==> src/rtl/avr_pkg.sv <==
// avr_pkg: shared types, constants and the arctangent table for the vector rotator.
// No dependencies; every rtl file but avr_checker refers to it by scoped names.
package avr_pkg;

  // Degrees in a half turn; the angle reduction and fold are built from it
  localparam int HALF_TURN_DEG = 180;
  // Length of the arctangent table, caps the number of CORDIC iterations
  localparam int TABLE_LEN = 30;
  // CORDIC datapath width (sign + guard over Q1.30 / Q2.30)
  localparam int CW = 33;
  // 1/gain limit in Q1.30
  localparam logic signed [CW-1:0] INV_GAIN_Q30 = 33'sd652032874;
  // pi/180 in Q0.32
  localparam logic [26:0] DEG_TO_RAD_Q32 = 27'd74961321;

  typedef enum logic [1:0] {
    AXIS_X    = 2'd0,
    AXIS_Y    = 2'd1,
    AXIS_Z    = 2'd2,
    AXIS_PASS = 2'd3
  } axis_t;

  // Request payload as it rides down the pipe, plus the quadrant signs
  typedef struct packed {
    axis_t              op;
    logic signed [31:0] x;
    logic signed [31:0] y;
    logic signed [31:0] z;
    logic               sneg;
    logic               cneg;
  } item_t;

  // CORDIC working vector and residual angle
  typedef struct packed {
    logic signed [CW-1:0] cx;
    logic signed [CW-1:0] cy;
    logic signed [CW-1:0] cz;
  } cordic_t;

  typedef struct packed {
    logic signed [31:0] x;
    logic signed [31:0] y;
    logic signed [31:0] z;
    logic               sat;
  } result_t;

  // atan(2^-i) in Q2.30, truncated
  function automatic logic [31:0] atan_q30(input int idx);
    logic [31:0] v;
    case (idx)
      0:  v = 32'd843314856;
      1:  v = 32'd497837829;
      2:  v = 32'd263043836;
      3:  v = 32'd133525158;
      4:  v = 32'd67021686;
      5:  v = 32'd33543515;
      6:  v = 32'd16775850;
      7:  v = 32'd8388437;
      8:  v = 32'd4194282;
      9:  v = 32'd2097149;
      10: v = 32'd1048575;
      11: v = 32'd524287;
      12: v = 32'd262143;
      13: v = 32'd131071;
      14: v = 32'd65535;
      15: v = 32'd32767;
      16: v = 32'd16383;
      17: v = 32'd8191;
      18: v = 32'd4095;
      19: v = 32'd2047;
      20: v = 32'd1023;
      21: v = 32'd511;
      22: v = 32'd255;
      23: v = 32'd127;
      24: v = 32'd63;
      25: v = 32'd31;
      26: v = 32'd15;
      27: v = 32'd7;
      28: v = 32'd3;
      29: v = 32'd1;
      default: v = 32'd0;
    endcase
    return v;
  endfunction

endpackage

==> src/rtl/avr_angle_prep.sv <==
// avr_angle_prep: reduces the angle modulo a full turn, folds it into the first
// quadrant and converts it to Q2.30 radians. Six register stages. Uses avr_pkg.
module avr_angle_prep #(
  parameter int FRAC_BITS = 16
) (
  input  logic                         clk,
  input  logic                         rst,
  input  logic                         en,
  input  logic                         in_valid,
  input  avr_pkg::item_t               in_item,
  input  logic signed [31:0]           in_angle,
  output logic                         out_valid,
  output avr_pkg::item_t               out_item,
  output logic signed [avr_pkg::CW-1:0] out_rad
);

  // A full turn is RED_MOD << (FRAC_BITS + 3); the low bits pass straight through
  localparam int RED_MOD = avr_pkg::HALF_TURN_DEG / 4;
  localparam int LW      = FRAC_BITS + 3;
  localparam int REMW    = $clog2(RED_MOD);
  localparam int RW      = REMW + LW;
  localparam int UW      = 22;
  localparam int QW      = 17;
  localparam int RSH     = 28;
  localparam int PW      = UW + 23;
  localparam logic [UW-1:0] U_OFS = UW'(RED_MOD << 15);
  localparam logic [22:0]   RECIP = 23'((2 ** RSH) / RED_MOD);
  localparam logic [RW-1:0] QUARTER = RW'(64'(avr_pkg::HALF_TURN_DEG / 2) << FRAC_BITS);
  localparam logic [RW-1:0] HALF    = RW'(64'(avr_pkg::HALF_TURN_DEG) << FRAC_BITS);
  localparam logic [RW-1:0] THREEQ  = RW'(64'(avr_pkg::HALF_TURN_DEG * 3 / 2) << FRAC_BITS);
  localparam logic [RW-1:0] FULL    = RW'(64'(avr_pkg::HALF_TURN_DEG * 2) << FRAC_BITS);
  // Folded angle width and the split for the radian product
  localparam int MW  = $clog2(avr_pkg::HALF_TURN_DEG / 2 + 1) + FRAC_BITS;
  localparam int ML  = MW / 2;
  localparam int MH  = MW - ML;
  localparam int SW  = MW + 28;
  localparam logic [SW-1:0] RAD_RND = SW'(1) << (FRAC_BITS + 1);

  // Stage 1: turn count in units of 2^(FRAC_BITS+3), offset to positive
  logic signed [63:0] ang64;
  logic signed [63:0] qsh;
  logic [UW-1:0] u1;
  logic [LW-1:0] low1;
  logic          v1;
  avr_pkg::item_t it1;

  assign ang64 = 64'(in_angle);
  assign qsh   = ang64 >>> LW;

  always_ff @(posedge clk) begin
    if (rst) v1 <= 1'b0;
    else if (en) v1 <= in_valid;
    if (en) begin
      u1   <= qsh[UW-1:0] + U_OFS;
      low1 <= ang64[LW-1:0];
      it1  <= in_item;
    end
  end

  // Stage 2: quotient estimate by reciprocal multiply
  logic [PW-1:0] prod2;
  logic [QW-1:0] q2;
  logic [UW-1:0] u2;
  logic [LW-1:0] low2;
  logic          v2;
  avr_pkg::item_t it2;

  assign prod2 = PW'(u1) * PW'(RECIP);

  always_ff @(posedge clk) begin
    if (rst) v2 <= 1'b0;
    else if (en) v2 <= v1;
    if (en) begin
      q2   <= prod2[RSH +: QW];
      u2   <= u1;
      low2 <= low1;
      it2  <= it1;
    end
  end

  // Stage 3: remainder with one correction step, then reassemble
  logic [UW-1:0] qm3;
  logic [UW-1:0] rem3;
  logic [UW-1:0] remc3;
  logic [RW-1:0] r3;
  logic          v3;
  avr_pkg::item_t it3;

  assign qm3   = UW'(q2) * UW'(RED_MOD);
  assign rem3  = u2 - qm3;
  assign remc3 = (rem3 >= UW'(RED_MOD)) ? rem3 - UW'(RED_MOD) : rem3;

  always_ff @(posedge clk) begin
    if (rst) v3 <= 1'b0;
    else if (en) v3 <= v2;
    if (en) begin
      r3  <= {remc3[REMW-1:0], low2};
      it3 <= it2;
    end
  end

  // Stage 4: fold into [0, quarter] with quadrant signs
  logic [RW-1:0] mf;
  logic          sn;
  logic          cn;
  logic [MW-1:0] m4;
  logic          v4;
  avr_pkg::item_t it3f;
  avr_pkg::item_t it4;

  always_comb begin
    sn = 1'b0;
    cn = 1'b0;
    if (r3 <= QUARTER) begin
      mf = r3;
    end else if (r3 <= HALF) begin
      mf = HALF - r3;
      cn = 1'b1;
    end else if (r3 <= THREEQ) begin
      mf = r3 - HALF;
      sn = 1'b1;
      cn = 1'b1;
    end else begin
      mf = FULL - r3;
      sn = 1'b1;
    end
  end

  // Quadrant signs ride with the request
  always_comb begin
    it3f      = it3;
    it3f.sneg = sn;
    it3f.cneg = cn;
  end

  always_ff @(posedge clk) begin
    if (rst) v4 <= 1'b0;
    else if (en) v4 <= v3;
    if (en) begin
      m4  <= mf[MW-1:0];
      it4 <= it3f;
    end
  end

  // Stage 5: degrees to radians, two partial products
  logic [ML+26:0] pl5;
  logic [MH+26:0] ph5;
  logic           v5;
  avr_pkg::item_t it5;

  always_ff @(posedge clk) begin
    if (rst) v5 <= 1'b0;
    else if (en) v5 <= v4;
    if (en) begin
      pl5 <= (ML+27)'(m4[ML-1:0]) * (ML+27)'(avr_pkg::DEG_TO_RAD_Q32);
      ph5 <= (MH+27)'(m4[MW-1:ML]) * (MH+27)'(avr_pkg::DEG_TO_RAD_Q32);
      it5 <= it4;
    end
  end

  // Stage 6: combine, round and scale to Q2.30
  logic [SW-1:0] sum6;
  logic [SW-1:0] sh6;

  assign sum6 = (SW'(ph5) << ML) + SW'(pl5) + RAD_RND;
  assign sh6  = sum6 >> (FRAC_BITS + 2);

  always_ff @(posedge clk) begin
    if (rst) out_valid <= 1'b0;
    else if (en) out_valid <= v5;
    if (en) begin
      out_rad  <= $signed(sh6[avr_pkg::CW-1:0]);
      out_item <= it5;
    end
  end

endmodule

==> config.mk <==
export PLATFORM = sky130hd
export DESIGN_NAME = avr_angle_prep
export DESIGN_NICKNAME = d
export VERILOG_FILES = /design/src/rtl/avr_pkg.sv /design/src/rtl/avr_angle_prep.sv
export SDC_FILE = /design/constraint.sdc
export NUM_CORES = 2
export LEC_CHECK = 0
export BUFFER_PORTS_ARGS = -buffer_cell sky130_fd_sc_hd__buf_2
export CAP_MARGIN = 20
export CORE_MARGIN = 2
export CORE_UTILIZATION = 56
export CTS_CLUSTER_DIAMETER = 50
export DETAILED_ROUTE_END_ITERATION = 10
export PLACE_DENSITY = 0.81
export SYNTH_ARGS = -nofsm -noshare
export SYNTH_HDL_FRONTEND = slang
export SYNTH_SLANG_ARGS = --single-unit
==> constraint.sdc <==
create_clock -name clk -period 5.7 [get_ports clk]
set_input_delay 0.57 -clock clk [delete_from_list [all_inputs] [get_ports clk]]
set_output_delay 0.57 -clock clk [all_outputs]
set_load 0.005 [all_outputs]
==> flow_summary_export.csv <==
group,metric,value,unit
timing,tightest_slew,0.863,ns
synthesis,synth_top_family_by_area,"adder cells",
synthesis,syn_area_per_cell,14.7,um2
route,viasPerCell,5.31,
worst_setup_path,endpoint_kind,"flop",
timing,fmax,176,MHz
synthesis,synth.most_common_cell,"edfxtp_1",
worst_setup_path,cp.required,6.10,ns
floorplanning,num_io_pins,270,
placed_design,dp_hpwl,64300,um
floorplanning,coreArea,79000,um2
synthesis,syn_inst,3041,
synthesis,synthTopCellsByCount,"823 x edfxtp_1, 549 x inv_1, 469 x ha_1",
worst_setup_path,cp.arrival,6.07,ns
clock_tree,clk_pin_slew,0.07,ns
timing,fin_crit_sh,99.4,%
synthesis,synth_cell_type_count,83,
finish,nets,4420,
synthesis,synth_edf_count,823,
synthesis,yosysSeqAreaShare,55.5,%
floorplanning,initial_core_util,56.6,%
synthesis,ys.flop_type,"edfxtp_1",
synthesis,yosys_register_bits,829,
clock_tree,cts_tree,"yes",
synthesis,synth_mux_area_share,0.319,%
grt,grt_pass1_vias,25800,
finish,area_growth,15.0,%
timing,hold_ws,0.0461,ns
worst_setup_path,cp_max_fo,5,
timing,setup_viol,0,
outcome,outcome,"completed",
grt,grt_pass1_wl,139000,um
worst_setup_path,cpMaxStageDelayCell,"fa_1",
worst_setup_path,crit_path_frequent_cell,"fa_1",
finish,drive_above_1_share,16.6,%
synthesis,syn-cell-area,44700,um2
synthesis,synth-compound-area-share,5.74,%
clock_tree,cts-buffers-inserted,89,
route,drt_iter0_markers,1655,
synthesis,syn-num-nets,3960,
placed_design,numPortBuffers,267,
floorplanning,row_count,103,
timing,rsz0062_at_grt,"yes",
synthesis,synth_simple_gate_area_share,3.88,%
timing,drv_slew,0,
route,vias,24600,
synthesis,synth_xor_area_share,2.52,%
floorplanning,fp.dieW,287,um
hold_path,holdCritPathClass,"in -> reg",
grt,globalRouteTotalUtil,22.0,%
route,wl_per_cell,19.3,um
grt,grt_max_degree,141,
placed_design,place_ws,-0.0982,ns
grt,grt_remaining_overflow,0,
synthesis,yosys-top-cells-area,"edfxtp_1 55%, fa_1 14%, ha_1 13%",
synthesis,async_flop_share,0,%
route,drc,0,
timing,skew,0.0443,ns
worst_setup_path,setup.worst_path.start_class,"flop",
clock_tree,cts.path.max_buffers,3,
clock_tree,clkLatencyLatePin,0.69,ns
route,wirelength,89300,um
clock_tree,htreeDepth,3,
worst_setup_path,slowest_delay,0.56,ns
timing,worst_slack,0.0314,ns
route,ant_nets,0,
synthesis,synthAdderAreaFrac,27.2,%
worst_setup_path,path_cells,"ha_4, inv_1, fa_1, inv_2, fa_1, inv_1, fa_1, fa_1, inv_1, fa_1, ha_4, buf_4, o21a_1, o2111ai_2, or3_1, o21ba_4, o21ai_4, buf_6, nor2_1, xnor2_1",
timing,fin_crit,5.67,ns
finish,nFillCells,5490,
synthesis,synth.top_cell.area_share,55.2,%
floorplanning,dieArea,82200,um2
worst_setup_path,worstPathBufferInverterCount,6,
floorplanning,die_y,287,um
timing,finalHoldViolCount,0,
worst_setup_path,crit_family,"adder cells",
clock_tree,cts_hold_buffers,0,
grt,grt_antenna_before_repair,12,
clock_tree,clock-sinks,829,
placed_design,place.gp.congestion,0.933,
route,drt_first_pass_iters,5,
synthesis,synth_warnings,0,
timing,slew_headroom,42.2,%
flow_run,drv_cap,0,
worst_setup_path,critPathKind,"reg -> reg",
synthesis,yosysTopAreaCell,"edfxtp_1",
clock_tree,clock_tree.root_cell,"clkbuf_16",
-- routing by layer --
metal  part of all wire [%]  routed length [um]  up-vias  track usage (%)
li1                       -                   -    11600                -
met3                    5.7                5130      212             4.25
met1                     39               35100    12000             27.1
met4                    3.5                3110       16             7.66
met2                     51               45800      688             38.9
met5                   0.10                  90        -                0
-- layout by cell type, fill, tap and decap left out, drive strengths merged, types with 57 or more instances in the layout --
cell	n
a21oi	98
buf	388
clkbuf	105
edfxtp	823
fa	314
ha	469
inv	559
nand2	66
nor2	92
o21ai	77
xnor2	71
xor2	57
-- registers in the layout, summed over array words and instances, names as in the netlist, 23 cells and up --
signal / count
it1: 98
it2: 98
it3: 98
it4: 100
it5: 100
m4: 23
out_item: 100
out_rad: 33
ph5: 39
pl5: 27
r3: 25
-- kinds of logic after synthesis --
kind of cell	Yosys count
AO/OA/AOI/OAI	387
multiplexers	14
XOR/XNOR	128
AND/OR/NAND/NOR	332
buffers and inverters	568
flip-flops	829
adder cells (fa/ha/maj)	783
-- repair_timing --
action | 4_1_cts | 5_1_grt
gates resized for setup | 8 | 49
buffers inserted | 1 | 14
setup endpoints to repair | 7 | 29
pin swaps | 2 | 26
-- layout make-up --
type / instances / area, um2 / share of cell area, %
Inverter: 549 / 2060 / 4.01
Timing Repair Buffer: 388 / 2310 / 4.49
Tap cell: 1050 / 1310 / 2.55
Multi-Input combinational cell: 1644 / 18000 / 35.0
Sequential cell: 829 / 24800 / 48.3
Clock buffer: 105 / 2300 / 4.46
Clock inverter: 59 / 653 / 1.27
Antenna cell: 2 / 5.00 / 0.00972
-- worst paths after layout --
kind	from	slack, ns	endpoint	depth (start not counted)
setup / recovery	u1[3]	0.03	q2[12]	20
hold / removal	in_item[66]	0.05	it1[66]	1
setup reg to reg	u1[3]	0.03	q2[12]	20
hold reg to reg	it3[26]	0.39	it4[26]	0
-- per-stage QoR --
stage               setup TNS (ns)  area, um2  util (%)  instances
floorplan                        0      44700         -       3041
global placement                 0      48100      60.9       4445
detailed placement          -0.258      48100      60.9       4445
CTS                              0      51100      64.7       4610
global route                -0.142      51500      65.1       4626
finish                           0      51500      65.1       4626
Power is left out: the tool's default activity adds up to more than one toggle a clock period on the data nets, which glitch-free logic cannot reach.
