===== src/rtl/avr_pkg.sv =====
// avr_pkg: shared types, constants and the arctangent table for the vector rotator.
// No dependencies; every rtl file but avr_checker refers to it by scoped names.
package avr_pkg;

  // Degrees in a half turn; the angle reduction and fold are built from it
  localparam int HALF_TURN_DEG = 180;
  // Length of the arctangent table, caps the number of CORDIC iterations
  localparam int TABLE_LEN = 30;
  // CORDIC datapath width (sign + guard over Q1.30 / Q2.30)
  localparam int CW = 33;
  // 1/gain limit in Q1.30
  localparam logic signed [CW-1:0] INV_GAIN_Q30 = 33'sd652032874;
  // pi/180 in Q0.32
  localparam logic [26:0] DEG_TO_RAD_Q32 = 27'd74961321;

  typedef enum logic [1:0] {
    AXIS_X    = 2'd0,
    AXIS_Y    = 2'd1,
    AXIS_Z    = 2'd2,
    AXIS_PASS = 2'd3
  } axis_t;

  // Request payload as it rides down the pipe, plus the quadrant signs
  typedef struct packed {
    axis_t              op;
    logic signed [31:0] x;
    logic signed [31:0] y;
    logic signed [31:0] z;
    logic               sneg;
    logic               cneg;
  } item_t;

  // CORDIC working vector and residual angle
  typedef struct packed {
    logic signed [CW-1:0] cx;
    logic signed [CW-1:0] cy;
    logic signed [CW-1:0] cz;
  } cordic_t;

  typedef struct packed {
    logic signed [31:0] x;
    logic signed [31:0] y;
    logic signed [31:0] z;
    logic               sat;
  } result_t;

  // atan(2^-i) in Q2.30, truncated
  function automatic logic [31:0] atan_q30(input int idx);
    logic [31:0] v;
    case (idx)
      0:  v = 32'd843314856;
      1:  v = 32'd497837829;
      2:  v = 32'd263043836;
      3:  v = 32'd133525158;
      4:  v = 32'd67021686;
      5:  v = 32'd33543515;
      6:  v = 32'd16775850;
      7:  v = 32'd8388437;
      8:  v = 32'd4194282;
      9:  v = 32'd2097149;
      10: v = 32'd1048575;
      11: v = 32'd524287;
      12: v = 32'd262143;
      13: v = 32'd131071;
      14: v = 32'd65535;
      15: v = 32'd32767;
      16: v = 32'd16383;
      17: v = 32'd8191;
      18: v = 32'd4095;
      19: v = 32'd2047;
      20: v = 32'd1023;
      21: v = 32'd511;
      22: v = 32'd255;
      23: v = 32'd127;
      24: v = 32'd63;
      25: v = 32'd31;
      26: v = 32'd15;
      27: v = 32'd7;
      28: v = 32'd3;
      29: v = 32'd1;
      default: v = 32'd0;
    endcase
    return v;
  endfunction

endpackage


===== src/rtl/avr_cordic_cell.sv =====
// avr_cordic_cell: one CORDIC rotation-mode iteration with its own register.
// Uses avr_pkg for the working types and the arctangent table.
module avr_cordic_cell #(
  parameter int IDX = 0
) (
  input  logic             clk,
  input  logic             rst,
  input  logic             en,
  input  logic             in_valid,
  input  avr_pkg::item_t   in_item,
  input  avr_pkg::cordic_t in_st,
  output logic             out_valid,
  output avr_pkg::item_t   out_item,
  output avr_pkg::cordic_t out_st
);

  localparam logic signed [avr_pkg::CW-1:0] ATN =
    $signed({1'b0, avr_pkg::atan_q30(IDX)});

  logic signed [avr_pkg::CW-1:0] cx;
  logic signed [avr_pkg::CW-1:0] cy;
  logic signed [avr_pkg::CW-1:0] cz;
  logic signed [avr_pkg::CW-1:0] xs;
  logic signed [avr_pkg::CW-1:0] ys;
  avr_pkg::cordic_t st_next;

  assign cx = in_st.cx;
  assign cy = in_st.cy;
  assign cz = in_st.cz;
  assign xs = cx >>> IDX;
  assign ys = cy >>> IDX;

  // Rotate toward zero residual angle
  always_comb begin
    if (!cz[avr_pkg::CW-1]) begin
      st_next.cx = cx - ys;
      st_next.cy = cy + xs;
      st_next.cz = cz - ATN;
    end else begin
      st_next.cx = cx + ys;
      st_next.cy = cy - xs;
      st_next.cz = cz + ATN;
    end
  end

  always_ff @(posedge clk) begin
    if (rst) out_valid <= 1'b0;
    else if (en) out_valid <= in_valid;
    if (en) begin
      out_st   <= st_next;
      out_item <= in_item;
    end
  end

endmodule


===== config.mk =====
export PLATFORM = sky130hd
export DESIGN_NAME = avr_cordic_cell
export DESIGN_NICKNAME = d
export VERILOG_FILES = /design/src/rtl/avr_pkg.sv /design/src/rtl/avr_cordic_cell.sv
export SDC_FILE = /design/constraint.sdc
export NUM_CORES = 1
export LEC_CHECK = 0
export ABC_AREA = 1
export BUFFER_PORTS_ARGS = -buffer_cell sky130_fd_sc_hd__buf_2
export CAP_MARGIN = 30
export CORE_MARGIN = 1.5
export CORE_UTILIZATION = 40
export CTS_CLUSTER_SIZE = 20
export DETAILED_ROUTE_END_ITERATION = 12
export SLEW_MARGIN = 0
export SYNTH_ARGS = -nofsm -noshare
export SYNTH_HDL_FRONTEND = slang
export SYNTH_SLANG_ARGS = --single-unit

===== constraint.sdc =====
create_clock -name clk -period 3.67 [get_ports clk]
set_clock_uncertainty 0.2 [all_clocks]
set_input_delay 0.734 -clock clk [delete_from_list [all_inputs] [get_ports clk]]
set_output_delay 0.734 -clock clk [all_outputs]
set_load 0.02 [all_outputs]

==> impl_metrics.yaml, run 1 <==
yosys:
  synth_warnings: 0
  synthesis.instances: 2109
  netlist-cell-type-count: 40
  number_of_synthesized_register_bits: 199
  synthesized_area_mm2: 0.01534
  syn-num-nets: 2440
  synth_seq_area_share_pct: 38.90
  avgSynthCellArea_um2: 7.272
drt:
  drtPass1Iterations: 5
  routedWlPerCell_um: 18.74
  vias: 15100
  drt-vias-per-instance: 4.987
  remaining_drc_errors: 0
  initialDrtViolationCount: 1048
  antenna_violating_nets_post_route: 0
  drt-total-wl_um: 56720
placed_design:
  globalplace.congestion: 1.020
  count_of_input_and_output_buffers: 402
  dp.final_hpwl_um: 48140
  place_inst: 2988
final_layout:
  instances_no_fill: 3027
  final_layout_size_suffix_gt1_share_pct: 19.37
  count_of_nets_after_finishing: 2827
  flow.area_growth_from_synthesis_pct: 20.68
pwr:
  cellPowerDensity_mw_per_mm2: 393.5
  total_power_uw: 7284
  peakVddDrop_mv: 0.3230
  p_leak_uw: 0.009767
setup_path:
  path_max_fanout: 16
  crit_slowest_cell: "sky130_fd_sc_hd__ha_1"
  end_kind: "flip-flop"
  r2r_cells: 2
  worstPathCellList: "buf_2, inv_2, ha_1, a21oi_1, nand2_1, a21oi_1, nor2_1, or2_1, nand2_1, nand2_1, nand2_1, nand2_1"
  timing_worst_setup_path_type: "in -> reg"
  cp_data_required_time_ns: 3.68
  cpPeakStageDelay_ns: 0.39
  endpoint_arrival_time_on_the_critical_path_ns: 2.90
  worst_path_most_repeated_cell: "sky130_fd_sc_hd__nand2_1"
  cp-start-kind: "input pin"
sta:
  fmax_mhz: 345.3
  slew_headroom_pct: 49.73
  finalHoldViolations: 0
  finalMaxSlewViolations: 0
  max_slew.worst_pin.slew_ns: 0.7540
  period_minus_slack_ns: 2.896
  timing.final.setup_violations: 0
  tns_ns: 0
  layout_worst_path_cycle_share_pct: 78.91
  rsz_0062_raised_after_global_routing: "no"
clocking:
  tritoncts.num_buffers: 17
  cts_post_setup_buffers_inserted: 0
  cts_hold_repair.buffers: 0
  tritoncts_clock_tree: "done"
  cts-root-buf: "sky130_fd_sc_hd__clkbuf_16"
  insertion_delay_ns: 0.44
  ctsHtreeMaxLevel: 4
  numClockSinks: 199
  post_cts.resized_instances: 0
  clk_transition_reported_paths_ns: 0.08
  cts-root-to-sink-buffers: 2
job:
  maxCapViolations: 0
floorplan:
  rows: 71
  dieWidth_um: 198.8
  floorplan.initialDensity_pct: 40.72
  placeableCoreArea_mm2: 0.03767
  io_pins: 403
  die_boundary_height_um: 198.8
  die_area_mm2: 0.03952
global_route:
  pin_count_of_the_biggest_net_entering_global_routing: 73
  grt_pass1_wl_um: 83050
  global_routing_met2_resource_utilization_pct: 49.43
  top_usage_layer: "met2"
  gr-total-overflow: 0
  antenna_violations_before_repair: 12
  groute.layer.met3.usage_pct: 3.866
  via_count_of_the_first_global_routing_pass: 14300
  grt.total_usage_pct: 28.44
  groute.layer.met1.usage_pct: 34.44
worst_hold_path:
  min_path_cells: 2
  hold_path_class: "in -> reg"
status:
  status: "finished, final reports clean"
## final timing paths
check | start | to | slack [ns]
setup / recovery | in_st[32] | out_st[29]$_DFFE_PP_ | 0.77
hold / removal | rst | out_valid$_SDFFE_PP0P_ | 0.25
setup reg to reg | out_valid$_SDFFE_PP0P_ | out_valid$_SDFFE_PP0P_ | 2.87
hold reg to reg | out_valid$_SDFFE_PP0P_ | out_valid$_SDFFE_PP0P_ | 0.34
## Yosys cell counts
cell	count	area (um2)
sky130_fd_sc_hd__clkbuf_1	13	48.80
sky130_fd_sc_hd__o22ai_1	4	25.02
sky130_fd_sc_hd__nand3_1	172	860.8
sky130_fd_sc_hd__and3_1	2	12.51
sky130_fd_sc_hd__a21oi_1	113	565.5
sky130_fd_sc_hd__inv_2	9	33.78
sky130_fd_sc_hd__inv_1	362	1359
sky130_fd_sc_hd__xor2_1	42	367.9
sky130_fd_sc_hd__xnor2_1	2	17.52
sky130_fd_sc_hd__o31ai_1	2	15.01
sky130_fd_sc_hd__a31oi_1	4	25.02
sky130_fd_sc_hd__nor3_1	11	55.05
sky130_fd_sc_hd__nand2_2	13	81.33
sky130_fd_sc_hd__ha_1	124	1551
sky130_fd_sc_hd__fa_1	4	80.08
sky130_fd_sc_hd__buf_1	1	3.750
sky130_fd_sc_hd__dfxtp_1	1	20.02
sky130_fd_sc_hd__a21boi_0	1	7.510
sky130_fd_sc_hd__nor2_4	2	22.52
sky130_fd_sc_hd__buf_4	10	75.07
sky130_fd_sc_hd__nor2_1	134	503.0
sky130_fd_sc_hd__o21a_1	9	67.56
sky130_fd_sc_hd__o21bai_1	14	105.1
sky130_fd_sc_hd__a21o_1	3	22.52
sky130_fd_sc_hd__clkinv_1	3	11.26
sky130_fd_sc_hd__nor4_2	1	12.51
sky130_fd_sc_hd__nand3b_1	1	7.510
sky130_fd_sc_hd__edfxtp_1	198	5946
sky130_fd_sc_hd__and2_1	1	6.260
sky130_fd_sc_hd__o21ai_0	47	235.2
sky130_fd_sc_hd__a21oi_2	1	8.760
sky130_fd_sc_hd__nor3_2	3	30.03
sky130_fd_sc_hd__o21ai_1	12	60.06
sky130_fd_sc_hd__or2_1	1	6.260
sky130_fd_sc_hd__buf_2	20	100.1
sky130_fd_sc_hd__o211ai_1	1	7.510
sky130_fd_sc_hd__nor2_2	13	81.33
sky130_fd_sc_hd__mux2i_1	1	10.01
sky130_fd_sc_hd__nand2_1	731	2744
sky130_fd_sc_hd__nand4_1	23	143.9
## cells by family (layout without fill, tap and decap cells)
family	Yosys count	count (layout)	share of synthesized area, %
fa+ha+maj	128	128	10.64
compound gates	211	211	7.465
simple gates	1108	1108	29.78
other cells	0	7	0
xor+xnor	44	44	2.513
flops	199	199	38.90
buf+inv	418	818	10.64
mux	1	1	0.06527
## cell type report
type	count	area (um2)
Tap cell	511	639.4
Clock buffer	18	429.2
Antenna cell	7	17.52
Sequential cell	199	5966
Clock inverter	14	180.2
Timing Repair Buffer	412	2133
Fill cell	3943	19160
Inverter	374	1404
Multi-Input combinational cell	1492	7739
## sequential cells by signal, indices dropped and copies added (netlist names)
| register | cells |
|---|---|
| out_item | 100 |
| out_st | 98 |
| out_valid | 1 |
## layout by cell type, fill, tap and decap left out, drive strengths merged, types with 3 or more instances in the layout
cell / n
nand2: 744
buf: 411
inv: 382
edfxtp: 198
nand3: 172
nor2: 149
ha: 124
a21oi: 114
o21ai: 59
xor2: 42
nand4: 23
clkbuf: 19
o21bai: 14
nor3: 14
o21a: 9
diode: 7
clkinv: 6
a31oi: 4
o22ai: 4
fa: 4
a21o: 3
## where the power goes
group	internal, uW	total, uW	switching (uW)
registers	2820	2910	90.5
logic	736	2430	1690
clock network	940	1950	1010
## layer usage
layer / wire length (um) / vias up
met1: 23110 / 6945
li1: - / 7477
met3: 3421 / 102
met5: 63 / -
met4: 2455 / 8
met2: 27670 / 563
## through the flow
stage	hold slack (ns)	area [um2]	util, %	setup WS, ns
3_3_place_gp	0.2751	17880	47.47	0.3579
4_1_cts	0.2319	18490	49.09	0.8113
3_5_place_dp	0.3328	17880	47.47	0.3394
5_1_grt	0.2392	18510	49.13	0.5532
6_report	0.2463	18510	49.14	0.7739
2_1_floorplan	0.3788	15340	-	0.3159
## worst max-delay path, delay by kind of cell
family,cells,cell delay (ns)
simple gates,7,0.77
fa+ha+maj,1,0.39
compound gates,2,0.40
buf+inv,2,0.59
No activity file was read; power rests on OpenSTA's default activity.
==> run 2: changes to the inputs <==
--- a/config.mk
+++ b/config.mk
@@ -5,13 +5,14 @@
 export SDC_FILE = /design/constraint.sdc
 export NUM_CORES = 1
 export LEC_CHECK = 0
-export ABC_AREA = 1
+export ABC_AREA = 0
 export BUFFER_PORTS_ARGS = -buffer_cell sky130_fd_sc_hd__buf_2
 export CAP_MARGIN = 30
 export CORE_MARGIN = 1.5
 export CORE_UTILIZATION = 40
 export CTS_CLUSTER_SIZE = 20
 export DETAILED_ROUTE_END_ITERATION = 12
+export PLACE_DENSITY = 0.65
 export SLEW_MARGIN = 0
 export SYNTH_ARGS = -nofsm -noshare
 export SYNTH_HDL_FRONTEND = slang
==> constraint.sdc (replaced) <==
create_clock -name clk -period 2.8 [get_ports clk]
set_clock_uncertainty 0.2 [all_clocks]
set_input_delay 0.56 -clock clk [delete_from_list [all_inputs] [get_ports clk]]
set_output_delay 0.56 -clock clk [all_outputs]
set_load 0.02 [all_outputs]
==> run 2 against run 1 <==
Compared with the run above:
- worst setup slack lost 0.96 ns
- the run now ends with setup timing left
- largest power group unchanged
- critical endpoint is now out_st[60]$_DFFE_PP_
- first-iteration DRC count shrank 24%
- synthesized cell count shrank 42%
- non-clock buffer count grew 374
==> impl_metrics.yaml, run 2 <==
sta:
  timing.final.setup_violations: 31
  finalMaxSlewViolations: 0
  final_critical_path_setup_slack_ns: -0.1894
  slew_headroom_pct: 46.35
  layout_worst_path_cycle_share_pct: 106.8
  rsz_0062_raised_after_global_routing: "yes"
  hold_ws_ns: 0.04958
  period_minus_slack_ns: 2.989
  finalHoldViolations: 0
  max_slew.worst_pin.slew_ns: 0.8048
  fmax_mhz: 334.5
clocking:
  tritoncts_clock_tree: "done"
  tritoncts.num_buffers: 17
  clk_transition_reported_paths_ns: 0.08
  cts_hold_repair.buffers: 0
  cts-root-to-sink-buffers: 2
  numClockSinks: 199
  insertion_delay_ns: 0.45
  cts-root-buf: "sky130_fd_sc_hd__clkbuf_16"
  ctsHtreeMaxLevel: 4
yosys:
  dominantRegCellSynth: "sky130_fd_sc_hd__edfxtp_1"
  asyncSetResetFlopFracSynth_pct: 0
  netlist-cell-type-count: 73
  syn-num-nets: 1554
  synthesized_area_mm2: 0.01276
  synth_common_cells: "sky130_fd_sc_hd__edfxtp_1, sky130_fd_sc_hd__a21oi_1, sky130_fd_sc_hd__ha_1"
  synth_largest_area_cell: "sky130_fd_sc_hd__edfxtp_1"
  synth_warnings: 0
  synthesis.instances: 1223
  synth.most_common_cell: "sky130_fd_sc_hd__edfxtp_1"
  synth_top_cell_area_share_pct: 46.59
  avgSynthCellArea_um2: 10.43
  synth-edff-count: 198
  yosys-top-cells-area: "sky130_fd_sc_hd__edfxtp_1, sky130_fd_sc_hd__ha_1, sky130_fd_sc_hd__xnor2_1"
  synth_seq_area_share_pct: 46.75
  number_of_synthesized_register_bits: 199
drt:
  drt-met1-wl_um: 18170
  drtPass1Iterations: 5
  initialDrtViolationCount: 793
  remaining_drc_errors: 0
  met2_length_um: 23640
  antenna_violating_nets_post_route: 0
  drt-total-wl_um: 47100
  vias: 12550
  dr_wl_met3_um: 2862
  drt-vias-per-instance: 5.228
  routedWlPerCell_um: 19.62
  top_signal_layer_used: "met5"
setup_path:
  worst_path_most_repeated_cell: "sky130_fd_sc_hd__buf_4"
  endpoint_arrival_time_on_the_critical_path_ns: 3.00
  setup.worst_path.start: "in_st[35]"
  critical-path-top-delay-family: "compound AO/OA/AOI/OAI gates"
  worst-r2r-setup-slack_ns: 2.02
  cp_data_required_time_ns: 2.81
  crit-reg2reg-capture: "out_valid$_SDFFE_PP0P_"
  critical_path_cell_count: 16
  critical_path.endpoint: "out_st[60]$_DFFE_PP_"
  cp-start-kind: "input pin"
  r2r_cells: 2
  end_kind: "flip-flop"
  worstPathCellList: "buf_4, inv_4, ha_4, buf_4, buf_4, o21a_1, o31a_1, o21ai_4, o211ai_1, a31oi_2, o221ai_2, a21oi_1, buf_4, nand3_1, nand2_1, xnor2_1"
  path_max_fanout: 4
  r2r-start: "out_valid$_SDFFE_PP0P_"
  crit_slowest_cell: "sky130_fd_sc_hd__a31oi_2"
  critical_path.n_buffers_inverters: 5
  cpPeakStageDelay_ns: 0.30
  timing_worst_setup_path_type: "in -> reg"
placed_design:
  dp.final_hpwl_um: 37300
  globalplace.congestion: 0.9506
  place_inst: 2336
  count_of_input_and_output_buffers: 402
final_layout:
  count_of_nets_after_finishing: 2316
  flow.area_growth_from_synthesis_pct: 55.50
  layout_common_cells: "sky130_fd_sc_hd__buf_2, sky130_fd_sc_hd__buf_4, sky130_fd_sc_hd__edfxtp_1, sky130_fd_sc_hd__a21oi_1, sky130_fd_sc_hd__ha_1"
  largest_register_ff_count: 100
  biggestRegsByFlops: "out_item x100, out_st x98, out_valid x1"
  final_common_cell: "sky130_fd_sc_hd__buf_2"
  instances_no_fill: 2401
  final_layout_size_suffix_gt1_share_pct: 48.80
  fillCellCount: 2589
  largest_register: "out_item"
global_route:
  grt_pass1_wl_um: 69620
  grt.total_usage_pct: 27.84
  via_count_of_the_first_global_routing_pass: 12430
  antenna_violations_before_repair: 2
  gr-total-overflow: 0
  pin_count_of_the_biggest_net_entering_global_routing: 65
pwr:
  cellPowerDensity_mw_per_mm2: 511.7
  p_leak_uw: 0.008988
  peakVddDrop_mv: 0.4419
floorplan:
  rows: 65
  die_boundary_height_um: 181.6
  floorplan.initialDensity_pct: 40.54
  dieWidth_um: 181.6
  die_area_mm2: 0.03298
  placeableCoreArea_mm2: 0.03147
  io_pins: 403
status:
  violations: "setup timing"
  status: "complete, but fails checks"
worst_hold_path:
  hold_path_class: "in -> reg"
job:
  maxCapViolations: 0
-- run 2: changes by cell type after synthesis, sizes merged, moves of 12 or more --
cell / change
a21o: +26
a21oi: +18
buf: -13
clkbuf: +12
inv: -268
mux2i: +12
nand2: -675
nand2b: +13
nand3: -150
nor2: -63
nor2b: +13
o21ai: +26
xnor2: +74
xor2: -30
-- run 2: area by class of cell --
cell class              count  area (um2)  area share [%]
diodes                      1       2.502         0.01261
clock buffers              19       432.9           2.182
clock inverters            13       138.9          0.6999
inverters                 107       461.7           2.327
multi-input cells         874        7202           36.29
flip-flops and latches    199        5966           30.06
well taps                 402       503.0           2.535
repair buffers            786        5136           25.88
-- run 2: logic make-up (layout without fill, tap and decap cells) --
logic type      after synthesis  after routing  synth area share, %
compound gates              364            364                18.24
other cells                   0              1                    0
flops                       199            199                46.75
fa+ha+maj                   128            128                12.79
mux                          13             13                1.020
buf+inv                     150            925                4.677
xor+xnor                     88             88                6.040
simple gates                281            281                10.49
-- run 2: where the power goes --
group,switching (uW),internal (uW),leakage (uW)
combinational,2140,1670,0.00677
sequential,115,3740,0.00195
clock,1230,1260,0.000275
-- run 2: worst min-delay path by stage --
stage	from	endpoint	cells past startpoint
2_1_floorplan	out_valid$_SDFFE_PP0P_	out_valid$_SDFFE_PP0P_	2
3_3_place_gp	out_valid$_SDFFE_PP0P_	out_valid$_SDFFE_PP0P_	2
3_5_place_dp	out_valid$_SDFFE_PP0P_	out_valid$_SDFFE_PP0P_	2
4_1_cts	rst	out_valid$_SDFFE_PP0P_	2
5_1_grt	rst	out_valid$_SDFFE_PP0P_	2
6_report	rst	out_valid$_SDFFE_PP0P_	2
-- run 2: per-stage QoR --
stage	instance area (um2)	setup WS [ns]	utilization (%)	TNS [ns]	total power (uW)
6_report	19840	-0.1894	63.05	-3.263	10150
5_1_grt	19840	-0.3072	63.05	-6.445	10550
4_1_cts	19380	-0.1788	61.56	-2.594	10040
3_5_place_dp	18110	-0.8692	57.55	-35.66	7371
3_3_place_gp	18110	-0.7986	57.55	-33.45	7342
2_1_floorplan	13120	-0.5149	-	-5.538	5696
-- run 2: layer usage --
metal	track usage (%)	up-vias
met5	0	-
met4	14.50	2
met2	49.02	467
met1	31.98	6011
li1	-	5966
met3	5.596	107
-- run 2: repair_timing --
action	CTS	global route
pin swaps	78	69
endpoints found under the setup margin	44	48
resized for setup	117	65
setup buffers	18	14
